[config.mk]
export PLATFORM = sky130hd
export DESIGN_NAME = noise_estimate_spectral_subtract
export DESIGN_NICKNAME = d
export VERILOG_FILES = /design/src/design/nses_pkg.sv /design/src/design/nses_div.sv /design/src/design/noise_estimate_spectral_subtract.sv
export SDC_FILE = /design/constraint.sdc
export NUM_CORES = 2
export LEC_CHECK = 0
export ABC_CLOCK_PERIOD_IN_PS = 13210
export BUFFER_PORTS_ARGS = -buffer_cell sky130_fd_sc_hd__buf_2
export CAP_MARGIN = 25
export CELL_PAD_IN_SITES_DETAIL_PLACEMENT = 0
export CELL_PAD_IN_SITES_GLOBAL_PLACEMENT = 1
export CORE_UTILIZATION = 38
export CTS_CLUSTER_SIZE = 30
export DETAILED_ROUTE_END_ITERATION = 8
export GPL_TIMING_DRIVEN = 0
export PLACE_DENSITY = 0.72
export SYNTH_ARGS = -nofsm -noshare
export SYNTH_HDL_FRONTEND = slang
export SYNTH_SLANG_ARGS = --single-unit
[constraint.sdc]
create_clock -name clk -period 13.21 [get_ports clk]
set_clock_uncertainty 0.05 [all_clocks]
set_input_delay 2.642 -clock clk [delete_from_list [all_inputs] [get_ports clk]]
set_output_delay 2.642 -clock clk [all_outputs]
set_load 0.1 [all_outputs]
[src/design/nses_pkg.sv]
// nses_pkg: shared types and constants for the noise estimate / spectral subtract block
// word structs for both channels, register index codes and fixed-point constants
// no dependencies
package nses_pkg;

  typedef struct packed {
    logic signed [23:0] sample;
    logic               frame_start;
  } item_t;

  typedef struct packed {
    logic signed [23:0] sample_out;
    logic [23:0]        gain;
  } result_t;

  typedef enum logic [2:0] {
    REG_NOISE_MODE,
    REG_SUBTRACT_MODE,
    REG_OVER_SUBTRACT,
    REG_PEAK_ATTACK,
    REG_PEAK_RELEASE,
    REG_VALLEY_ATTACK,
    REG_VALLEY_RISE,
    REG_NOISE_AVG_COEF
  } cfg_reg_t;

  typedef enum logic [1:0] {
    NM_HOLD,
    NM_SLEW,
    NM_GATED,
    NM_MCRA
  } noise_mode_t;

  localparam logic [24:0] ONE_Q24  = 25'h1000000;
  localparam logic [23:0] HALF_Q24 = 24'h800000;
  localparam logic [23:0] M24      = 24'hFFFFFF;
  localparam logic [22:0] M23      = 23'h7FFFFF;
  localparam logic [45:0] M46      = {46{1'b1}};
  localparam logic [46:0] EPS_Q46  = 47'd70368744;

endpackage

[src/design/nses_div.sv]
// nses_div: restoring divider giving a 24-bit fractional quotient num/den, num < den
// one quotient bit per cycle; does not use nses_pkg
// no dependencies
module nses_div (
  input  logic        clk,
  input  logic        rst,
  input  logic        start,
  input  logic [46:0] num,
  input  logic [46:0] den,
  output logic        done,
  output logic [23:0] quo
);

  localparam int QW = 24;

  logic [46:0]          rem;
  logic [46:0]          dvs;
  logic [$clog2(QW):0]  cnt;
  logic                 busy;
  logic [47:0]          shifted;
  logic                 fits;

  // trial subtract of the doubled remainder
  assign shifted = {rem, 1'b0};
  assign fits    = (shifted >= {1'b0, dvs});

  always_ff @(posedge clk) begin
    if (rst) begin
      busy <= 1'b0;
      done <= 1'b0;
      cnt  <= '0;
    end else begin
      done <= 1'b0;
      if (start) begin
        busy <= 1'b1;
        rem  <= num;
        dvs  <= den;
        quo  <= '0;
        cnt  <= '0;
      end else if (busy) begin
        rem <= fits ? 47'(shifted - {1'b0, dvs}) : shifted[46:0];
        quo <= {quo[QW-2:0], fits};
        if (cnt == ($clog2(QW)+1)'(QW - 1)) begin
          busy <= 1'b0;
          done <= 1'b1;
        end
        cnt <= cnt + 1'b1;
      end
    end
  end

endmodule

[src/design/noise_estimate_spectral_subtract.sv]
// noise_estimate_spectral_subtract: envelope tracking, noise power estimate and subtraction gain
// one word in, one word out; the next word is taken in the cycle after the result goes
// the shortest is a frame start in pass through; the longest is the mcra mode with a gain
// division: five blends on the shared 24x25 multiplier plus a division in nses_div
// synchronous active-high reset restores register defaults, clears the envelopes, the noise
// estimate and the seeded flag, and sets the speech probability to one half
// depends on nses_pkg and nses_div
module noise_estimate_spectral_subtract #(
  parameter logic [24:0] RISE_LIMIT       = 25'd16778423,
  parameter logic [23:0] FALL_LIMIT       = 24'd16774198,
  parameter logic [23:0] PROB_SMOOTH      = 24'd16672675,
  parameter logic [23:0] NOISE_SMOOTH_MIN = 24'd16771974,
  parameter logic [6:0]  SPEECH_RATIO     = 7'd10,
  parameter logic [4:0]  NOISE_GATE_RATIO = 5'd2
) (
  input  logic              clk,
  input  logic              rst,
  input  logic              item_valid,
  output logic              item_stall,
  input  nses_pkg::item_t   item,
  output logic              result_valid,
  input  logic              result_stall,
  output nses_pkg::result_t result,
  input  logic              cfg_valid,
  output logic              cfg_ready,
  input  logic [2:0]        cfg_index,
  input  logic [24:0]       cfg_data
);
  import nses_pkg::*;

  typedef enum logic [4:0] {
    S_IDLE, S_START, S_SEEDSQ, S_PEAKW, S_VALW, S_PWSQ, S_VPSQ,
    S_UPW, S_DNW, S_SPW, S_BW, S_NOISEW,
    S_B0, S_B1, S_B2, S_B3, S_B4,
    S_SUB0, S_SUB1, S_SUB2, S_SUB3, S_DIV, S_SCALE0, S_SCALE1, S_OUT
  } state_t;

  typedef struct packed {
    logic [46:0] a;
    logic [46:0] b;
    logic [24:0] c;
    logic [24:0] d;
  } bop_t;

  localparam logic [24:0] NSM_COMP = ONE_Q24 - {1'b0, NOISE_SMOOTH_MIN};

  // blend operands: c clamped to one and d = 1 - c, or plain scaling with d unused
  function automatic bop_t mk_bop(input logic [46:0] a, input logic [46:0] b,
                                  input logic [24:0] c, input logic clamp);
    bop_t        op;
    logic [24:0] cc;
    cc   = (clamp && (c > ONE_Q24)) ? ONE_Q24 : c;
    op.a = a;
    op.b = clamp ? b : '0;
    op.c = cc;
    op.d = clamp ? 25'(ONE_Q24 - cc) : '0;
    return op;
  endfunction

  // configuration registers
  logic [1:0]  noise_mode;
  logic        subtract_mode;
  logic [15:0] over_subtract;
  logic [23:0] peak_attack, peak_release, valley_attack, noise_avg_coef;
  logic [24:0] valley_rise;

  // estimator state and work registers
  state_t      state, ret;
  logic [22:0] peak, valley, mag;
  logic [45:0] noise, pw;
  logic [23:0] sprob, raw, abs_raw, g;
  logic        seeded, neg, fs;
  bop_t        bop;
  logic [49:0] acc_hi, bres, up;
  logic [48:0] acc_lo;
  logic [37:0] sub_hi;
  logic [50:0] subv;
  logic        div_start, div_done;
  logic [46:0] div_num, div_den;
  logic [23:0] quo;
  result_t     res_q;

  // shared multiplier
  logic [23:0] mul_a;
  logic [24:0] mul_b;
  logic [48:0] prod;

  // combinational helpers
  logic [24:0] abs_in;
  logic [50:0] lo_sum;
  logic [62:0] sub_full;
  logic [46:0] den_c;
  logic [45:0] n1;
  logic [23:0] sp_sat;
  logic [49:0] rsum;
  logic [23:0] r24;

  assign cfg_ready    = 1'b1;
  assign item_stall   = (state != S_IDLE);
  assign result_valid = (state == S_OUT);
  assign result       = res_q;

  assign abs_in   = item.sample[23] ? 25'(ONE_Q24 - {1'b0, item.sample}) : {1'b0, item.sample};
  assign lo_sum   = 51'(acc_lo) + 51'(prod) + 51'(HALF_Q24);
  assign sub_full = {1'b0, sub_hi, 24'b0} + 63'(prod) + 63'd2048;
  assign den_c    = 47'(prod[45:0]) + EPS_Q46;
  assign n1       = ({4'b0, pw} < up) ? pw : up[45:0];
  assign sp_sat   = (bres > 50'(M24)) ? M24 : bres[23:0];
  assign rsum     = 50'(prod) + 50'(HALF_Q24);
  assign r24      = rsum[47:24];

  // operand selection for the shared multiplier
  always_comb begin
    mul_a = '0;
    mul_b = '0;
    case (state)
      S_START:  begin mul_a = {1'b0, mag};           mul_b = {2'b0, mag};        end
      S_VALW:   begin mul_a = {1'b0, peak};          mul_b = {2'b0, peak};       end
      S_PWSQ:   begin mul_a = {1'b0, valley};        mul_b = {2'b0, valley};     end
      S_B0:     begin mul_a = {1'b0, bop.a[46:24]};  mul_b = bop.c;              end
      S_B1:     begin mul_a = bop.a[23:0];           mul_b = bop.c;              end
      S_B2:     begin mul_a = {1'b0, bop.b[46:24]};  mul_b = bop.d;              end
      S_B3:     begin mul_a = bop.b[23:0];           mul_b = bop.d;              end
      S_SUB0:   begin mul_a = {2'b0, noise[45:24]};  mul_b = {9'b0, over_subtract}; end
      S_SUB1:   begin mul_a = noise[23:0];           mul_b = {9'b0, over_subtract}; end
      S_SUB2:   begin mul_a = {1'b0, peak};          mul_b = {2'b0, peak};       end
      S_SCALE0: begin mul_a = abs_raw;               mul_b = {1'b0, g};          end
      default:  begin mul_a = '0;                    mul_b = '0;                 end
    endcase
  end

  always_ff @(posedge clk) begin
    prod <= 49'(mul_a * mul_b);
  end

  // configuration writes
  always_ff @(posedge clk) begin
    if (rst) begin
      noise_mode     <= 2'd1;
      subtract_mode  <= 1'b1;
      over_subtract  <= 16'd4096;
      peak_attack    <= 24'd16431302;
      peak_release   <= 24'd16756261;
      valley_attack  <= 24'd16672675;
      valley_rise    <= 25'd16787703;
      noise_avg_coef <= 24'd16766733;
    end else if (cfg_valid && cfg_ready) begin
      case (cfg_reg_t'(cfg_index))
        REG_NOISE_MODE:     noise_mode     <= cfg_data[1:0];
        REG_SUBTRACT_MODE:  subtract_mode  <= cfg_data[0];
        REG_OVER_SUBTRACT:  over_subtract  <= cfg_data[15:0];
        REG_PEAK_ATTACK:    peak_attack    <= cfg_data[23:0];
        REG_PEAK_RELEASE:   peak_release   <= cfg_data[23:0];
        REG_VALLEY_ATTACK:  valley_attack  <= cfg_data[23:0];
        REG_VALLEY_RISE:    valley_rise    <= cfg_data;
        REG_NOISE_AVG_COEF: noise_avg_coef <= cfg_data[23:0];
        default: ;
      endcase
    end
  end

  // sequencer
  always_ff @(posedge clk) begin
    if (rst) begin
      state     <= S_IDLE;
      ret       <= S_IDLE;
      seeded    <= 1'b0;
      peak      <= '0;
      valley    <= '0;
      noise     <= '0;
      sprob     <= HALF_Q24;
      div_start <= 1'b0;
    end else begin
      div_start <= 1'b0;
      case (state)
        S_IDLE: begin
          if (item_valid) begin
            raw     <= item.sample;
            neg     <= item.sample[23];
            fs      <= item.frame_start;
            abs_raw <= abs_in[23:0];
            mag     <= (abs_in > 25'(M23)) ? M23 : abs_in[22:0];
            state   <= S_START;
          end
        end
        // first word seeds the envelopes and the noise estimate, later frame starts leave state alone
        S_START: begin
          if (!seeded) begin
            peak   <= mag;
            valley <= mag;
            seeded <= 1'b1;
            state  <= S_SEEDSQ;
          end else if (!fs) begin
            if (mag >= peak)
              bop <= mk_bop({24'b0, peak}, {24'b0, mag}, {1'b0, peak_attack}, 1'b1);
            else
              bop <= mk_bop({24'b0, peak}, '0, {1'b0, peak_release}, 1'b0);
            ret   <= S_PEAKW;
            state <= S_B0;
          end else begin
            state <= S_SUB0;
          end
        end
        S_SEEDSQ: begin
          noise <= prod[45:0];
          state <= S_SUB0;
        end
        S_PEAKW: begin
          peak <= bres[22:0];
          if (mag <= valley)
            bop <= mk_bop({24'b0, valley}, {24'b0, mag}, {1'b0, valley_attack}, 1'b1);
          else
            bop <= mk_bop({24'b0, valley}, '0, valley_rise, 1'b0);
          ret   <= S_VALW;
          state <= S_B0;
        end
        S_VALW: begin
          valley <= (bres > 50'(M23)) ? M23 : bres[22:0];
          state  <= S_PWSQ;
        end
        S_PWSQ: begin
          pw    <= prod[45:0];
          state <= S_VPSQ;
        end
        // noise estimate by mode, valley power straight off the multiplier
        S_VPSQ: begin
          case (noise_mode_t'(noise_mode))
            NM_SLEW: begin
              bop   <= mk_bop({1'b0, noise}, '0, RISE_LIMIT, 1'b0);
              ret   <= S_UPW;
              state <= S_B0;
            end
            NM_GATED: begin
              if (51'(pw) < 51'(noise) * 51'(NOISE_GATE_RATIO)) begin
                bop   <= mk_bop({1'b0, noise}, {1'b0, pw}, {1'b0, noise_avg_coef}, 1'b1);
                ret   <= S_NOISEW;
                state <= S_B0;
              end else begin
                state <= S_SUB0;
              end
            end
            NM_MCRA: begin
              bop <= mk_bop({23'b0, sprob},
                            (53'(pw) > 53'(prod[45:0]) * 53'(SPEECH_RATIO)) ?
                              47'(ONE_Q24) : 47'd0,
                            {1'b0, PROB_SMOOTH}, 1'b1);
              ret   <= S_SPW;
              state <= S_B0;
            end
            default: state <= S_SUB0;
          endcase
        end
        S_UPW: begin
          up    <= bres;
          bop   <= mk_bop({1'b0, noise}, '0, {1'b0, FALL_LIMIT}, 1'b0);
          ret   <= S_DNW;
          state <= S_B0;
        end
        S_DNW: begin
          noise <= (50'(n1) > bres) ? n1 : bres[45:0];
          state <= S_SUB0;
        end
        S_SPW: begin
          sprob <= sp_sat;
          bop   <= mk_bop(47'(NSM_COMP), '0, {1'b0, sp_sat}, 1'b0);
          ret   <= S_BW;
          state <= S_B0;
        end
        S_BW: begin
          bop   <= mk_bop({1'b0, noise}, {1'b0, pw},
                          25'({1'b0, NOISE_SMOOTH_MIN} + bres[24:0]), 1'b1);
          ret   <= S_NOISEW;
          state <= S_B0;
        end
        S_NOISEW: begin
          noise <= (bres > 50'(M46)) ? M46 : bres[45:0];
          state <= S_SUB0;
        end
        // blend: four partial products, one rounding
        S_B0: state <= S_B1;
        S_B1: begin
          acc_hi <= 50'(prod);
          state  <= S_B2;
        end
        S_B2: begin
          acc_lo <= prod;
          state  <= S_B3;
        end
        S_B3: begin
          acc_hi <= acc_hi + 50'(prod);
          state  <= S_B4;
        end
        S_B4: begin
          bres  <= acc_hi + 50'(lo_sum[50:24]);
          state <= ret;
        end
        // oversubtracted noise and gain, or pass through when subtraction is off
        S_SUB0: begin
          if (!subtract_mode) begin
            res_q.sample_out <= raw;
            res_q.gain       <= M24;
            state            <= S_OUT;
          end else begin
            state <= S_SUB1;
          end
        end
        S_SUB1: begin
          sub_hi <= prod[37:0];
          state  <= S_SUB2;
        end
        S_SUB2: begin
          subv  <= sub_full[62:12];
          state <= S_SUB3;
        end
        S_SUB3: begin
          if (51'(den_c) <= subv) begin
            res_q.sample_out <= '0;
            res_q.gain       <= '0;
            state            <= S_OUT;
          end else if (subv == '0) begin
            g     <= M24;
            state <= S_SCALE0;
          end else begin
            div_num   <= den_c - subv[46:0];
            div_den   <= den_c;
            div_start <= 1'b1;
            state     <= S_DIV;
          end
        end
        S_DIV: begin
          if (div_done) begin
            g     <= quo;
            state <= S_SCALE0;
          end
        end
        S_SCALE0: state <= S_SCALE1;
        S_SCALE1: begin
          res_q.sample_out <= neg ? (24'd0 - r24) : r24;
          res_q.gain       <= g;
          state            <= S_OUT;
        end
        S_OUT: begin
          if (!result_stall)
            state <= S_IDLE;
        end
        default: state <= S_IDLE;
      endcase
    end
  end

  nses_div u_div (
    .clk   (clk),
    .rst   (rst),
    .start (div_start),
    .num   (div_num),
    .den   (div_den),
    .done  (div_done),
    .quo   (quo)
  );

endmodule

==> results_tabular.tex <==
\begin{tabular}{lr}
\hline
Metric & Value \\
\hline
\multicolumn{2}{l}{\textbf{Run status}} \\
Result of the run & finished with violations \\
Violated checks & negative setup slack \\
\multicolumn{2}{l}{\textbf{CTS}} \\
Largest buffer count on any clock path & 3 \\
Total of hold buffers inserted after clock tree synthesis & 0 \\
Reg clk slew, reported paths & 0.07 ns \\
Post\_cts resized & 0 \\
Total number of clock tree sinks & 1155 \\
Number of CTS-inserted buffers & 139 \\
TritonCTS clock tree & built \\
Htree depth & 4 \\
Root cell of the clock tree & sky130\_fd\_sc\_hd\_\_clkbuf\_16 \\
Later-pin clock latency in the skew report & 0.85 ns \\
Number of buffers inserted to repair setup after CTS & 0 \\
\multicolumn{2}{l}{\textbf{Setup path}} \\
Most frequent cell on the critical path & sky130\_fd\_sc\_hd\_\_fa\_1 \\
Maximum fanout encountered on the critical timing path & 10 \\
CP peak stage delay & 0.81 ns \\
Worst-case register-to-register setup slack & -0.11 ns \\
Type of the worst setup path & register to register \\
Element type at the critical path start & register \\
Cell with the biggest individual delay on the critical path & sky130\_fd\_sc\_hd\_\_a211oi\_1 \\
CP arrival & 13.95 ns \\
Critical path required time & 13.84 ns \\
Worst Setup End Kind & register \\
\multicolumn{2}{l}{\textbf{Pwr}} \\
Comb pwr share & 0.493 \\
P\_int & 0.009575 W \\
Cell leakage power & 43.01 nW \\
Reg power frac & 0.281 \\
Power density cells & 171.3 nW/um\^{}2 \\
Switching share of power & 0.4639 \\
Relative contribution of the clock network to total power & 0.226 \\
P\_sw & 0.008286 W \\
Peak supply drop & 0.0001137 V \\
\multicolumn{2}{l}{\textbf{Floorplan}} \\
Width of the chip & 496.4 um \\
Core Footprint & 243000 um\^{}2 \\
Number of placement rows & 181 \\
Die Outline Area & 246400 um\^{}2 \\
Die extent in y & 496.4 um \\
Number of top-level design ports & 109 \\
Initial Utilization & 0.3822 \\
\multicolumn{2}{l}{\textbf{Synthesis}} \\
Primary FF master, synth & sky130\_fd\_sc\_hd\_\_edfxtp\_1 \\
Ys async rst share & 0 \\
Mapped Cells & 9988 \\
Syn avg cell area & 9.299 um\^{}2 \\
Syn nets & 11350 \\
Synth Warn \# & 0 \\
Area of the mapped netlist & 92880 um\^{}2 \\
Synth unique cells & 123 \\
\#FFs+latches synth & 1155 \\
Number of enable-type register cells in the synthesized netlist & 831 \\
Proportion of synthesized chip area in sequential cells & 0.3385 \\
\multicolumn{2}{l}{\textbf{Layout}} \\
Final net count & 11710 \\
Number of filler cells placed in the layout & 23700 \\
Most frequent standard cell in the layout excluding fill and tap cells & sky130\_fd\_sc\_hd\_\_nand2\_1 \\
Ratio of cells with drive above 1 in the final layout & 0.06526 \\
Most used cells in the layout excluding fill and tap cells & 1285 x sky130\_fd\_sc\_hd\_\_nand2\_1, 1077 x sky130\_fd\_sc\_hd\_\_inv\_1, 831 x sky130\_fd\_sc\_hd\_\_edfxtp\_1 \\
Layout-stage area growth over the synthesis result & 12.24\% \\
\multicolumn{2}{l}{\textbf{GRT}} \\
Wire length of the first global-routing pass & 582.5 mm \\
Vias in the first global route & 79130 \\
Largest net degree at the start of global routing & 42 \\
Initial antenna violation count & 61 \\
Total global routing track utilization & 0.3329 \\
Overflow left after global routing & 0 \\
\multicolumn{2}{l}{\textbf{Routing}} \\
Routed Wire Length & 417.5 mm \\
Wire length per cell & 30.49 um \\
Final antenna-violating net count & 0 \\
Total number of vias & 82350 \\
Post-route DRC & 0 \\
Iteration count of the initial detailed-routing pass & 7 \\
DRT iter0 DRCs & 10070 \\
Avg Vias per Cell & 6.014 \\
\multicolumn{2}{l}{\textbf{Job}} \\
Maximum capacitance violations & 0 \\
\multicolumn{2}{l}{\textbf{Place}} \\
Pre-CTS setup slack & 0.3039 ns \\
DP HPWL & 337.5 mm \\
Global placement routability congestion & 1.017 \\
Port-buffer cells & 105 \\
\multicolumn{2}{l}{\textbf{STA}} \\
Time the final worst path needs with I/O delays and setup & 13.32 ns \\
Unrepaired setup endpoints after global routing & no \\
Setup violators final & 2 \\
Max Clock Freq & 75.09 MHz \\
Total negative setup slack & -0.1310 ns \\
Least-Margin Pin Slew & 1.267 ns \\
Max transition margin & 0.1555 \\
Portion of the clock cycle consumed by the worst path in the final layout & 1.008 \\
Worst-case setup margin in the final layout & -0.1071 ns \\
Final hold violations & 0 \\
Pins over their slew limit & 0 \\
\multicolumn{2}{l}{\textbf{Hold path}} \\
Classification of the worst-slack hold path & register to register \\
\hline
\end{tabular}
[layer usage]
layer | share of wire | track usage
met5 | 0.00047 | 0.003282
met4 | 0.066 | 0.1946
met2 | 0.42 | 0.4917
met3 | 0.10 | 0.07652
met1 | 0.41 | 0.4442
[power groups by stage]
stage                     clock, W  combinational [W]  sequential (W)
after global routing       0.00419            0.00946         0.00500
after floorplan                  0            0.00528         0.00467
after detailed placement         0            0.00859         0.00505
final                      0.00403            0.00881         0.00503
after CTS                  0.00406            0.00866         0.00498
after global placement           0            0.00809         0.00532
[logic make-up (layout without fill, tap and decap cells)]
family | after synthesis | count (layout) | synth area share
AND/OR/NAND/NOR | 3061 | 3061 | 0.1535
other | 1 | 26 | 0.00004037
flip-flops | 1155 | 1155 | 0.3385
multiplexers | 115 | 115 | 0.01328
AO/OA/AOI/OAI | 2239 | 2239 | 0.1629
XOR/XNOR | 523 | 523 | 0.04940
adder cells (fa/ha/maj) | 1301 | 1301 | 0.2164
buffers and inverters | 1593 | 2071 | 0.06602
[worst paths after layout]
path,cells after the start,from,endpoint
setup reg to reg,32,state[4],prod[39]
hold / removal,0,div_den[40],u_div.dvs[40]
setup / recovery,32,state[4],prod[39]
hold reg to reg,0,div_den[40],u_div.dvs[40]
[critical path: cells and delay by family, from the launching register on]
family          cells  cell delay [ns]
flops               1             0.39
buf+inv             9             2.45
simple gates        7             3.04
xor+xnor            1             0.31
compound gates      7             2.74
fa+ha+maj           8             4.17
[stage by stage]
step           cell area (um^2)    util  instances  power (W)  hold slack, ns
2_1_floorplan             92880       -       9988   0.009958          0.3503
3_3_place_gp              97410  0.4009      13300    0.01340          0.3540
3_5_place_dp              99460  0.4093      13410    0.01363          0.3545
4_1_cts                  104200  0.4286      13670    0.01770          0.3558
5_1_grt                  104200  0.4289      13680    0.01865          0.3697
6_report                 104300  0.4290      13690    0.01786          0.3492
[synthesized netlist by cell type, types with 41 or more instances]
cell type                  instances  area, um^2
sky130_fd_sc_hd__nand2_1        1285        4823
sky130_fd_sc_hd__inv_1          1077        4043
sky130_fd_sc_hd__edfxtp_1        831       24950
sky130_fd_sc_hd__ha_1            792        9910
sky130_fd_sc_hd__nor2_1          559        2098
sky130_fd_sc_hd__a21oi_1         516        2582
sky130_fd_sc_hd__fa_1            509       10190
sky130_fd_sc_hd__o21ai_0         466        2332
sky130_fd_sc_hd__clkbuf_1        440        1652
sky130_fd_sc_hd__dfxtp_1         324        6486
sky130_fd_sc_hd__xnor2_1         322        2820
sky130_fd_sc_hd__nand3_1         273        1366
sky130_fd_sc_hd__a21o_1          259        1944
sky130_fd_sc_hd__xor2_1          200        1752
sky130_fd_sc_hd__nor3_1          151       755.7
sky130_fd_sc_hd__nor4_1          143       894.6
sky130_fd_sc_hd__nand4_1         105       656.9
sky130_fd_sc_hd__nand2b_1         94       588.1
sky130_fd_sc_hd__nor2b_1          91       569.3
sky130_fd_sc_hd__and3_1           90       563.0
sky130_fd_sc_hd__a22o_1           87       762.0
sky130_fd_sc_hd__a311oi_1         78       683.2
sky130_fd_sc_hd__and2_1           78       488.0
sky130_fd_sc_hd__a31oi_1          75       469.2
sky130_fd_sc_hd__o21a_1           71       533.0
sky130_fd_sc_hd__mux2_2           65       732.0
sky130_fd_sc_hd__o211ai_1         64       480.5
sky130_fd_sc_hd__a211oi_1         59       442.9
sky130_fd_sc_hd__or3_1            57       356.6
sky130_fd_sc_hd__a41oi_1          54       473.0
sky130_fd_sc_hd__a22oi_1          53       397.9
sky130_fd_sc_hd__o311ai_0         52       455.4
sky130_fd_sc_hd__mux2i_1          49       490.5
sky130_fd_sc_hd__a221oi_1         42       367.9
sky130_fd_sc_hd__o21bai_1         41       307.8
[flip-flops by register name, summed over array words and instances, names as in the netlist, 25 cells and up]
name	count
up	50
div_den	47
valley_rise	25
sub_hi	38
div_num	47
u_div.dvs	47
acc_lo	49
pw	46
result	48
u_div.rem	47
bop	142
noise	46
acc_hi	50
prod	49
bres	50
subv	51
[layout make-up]
class / count / area, um^2 / area share
Timing Repair Buffer: 226 / 2425 / 0.02326
Sequential cell: 1155 / 31460 / 0.3018
Antenna cell: 25 / 62.56 / 0.0006001
Multi-Input combinational cell: 7240 / 55470 / 0.5321
Clock inverter: 69 / 875.8 / 0.008401
Tap cell: 3202 / 4006 / 0.03843
Buffer: 514 / 2086 / 0.02001
Clock buffer: 183 / 3817 / 0.03662
Inverter: 1079 / 4050 / 0.03885
Power figures use the tool's default switching activity.
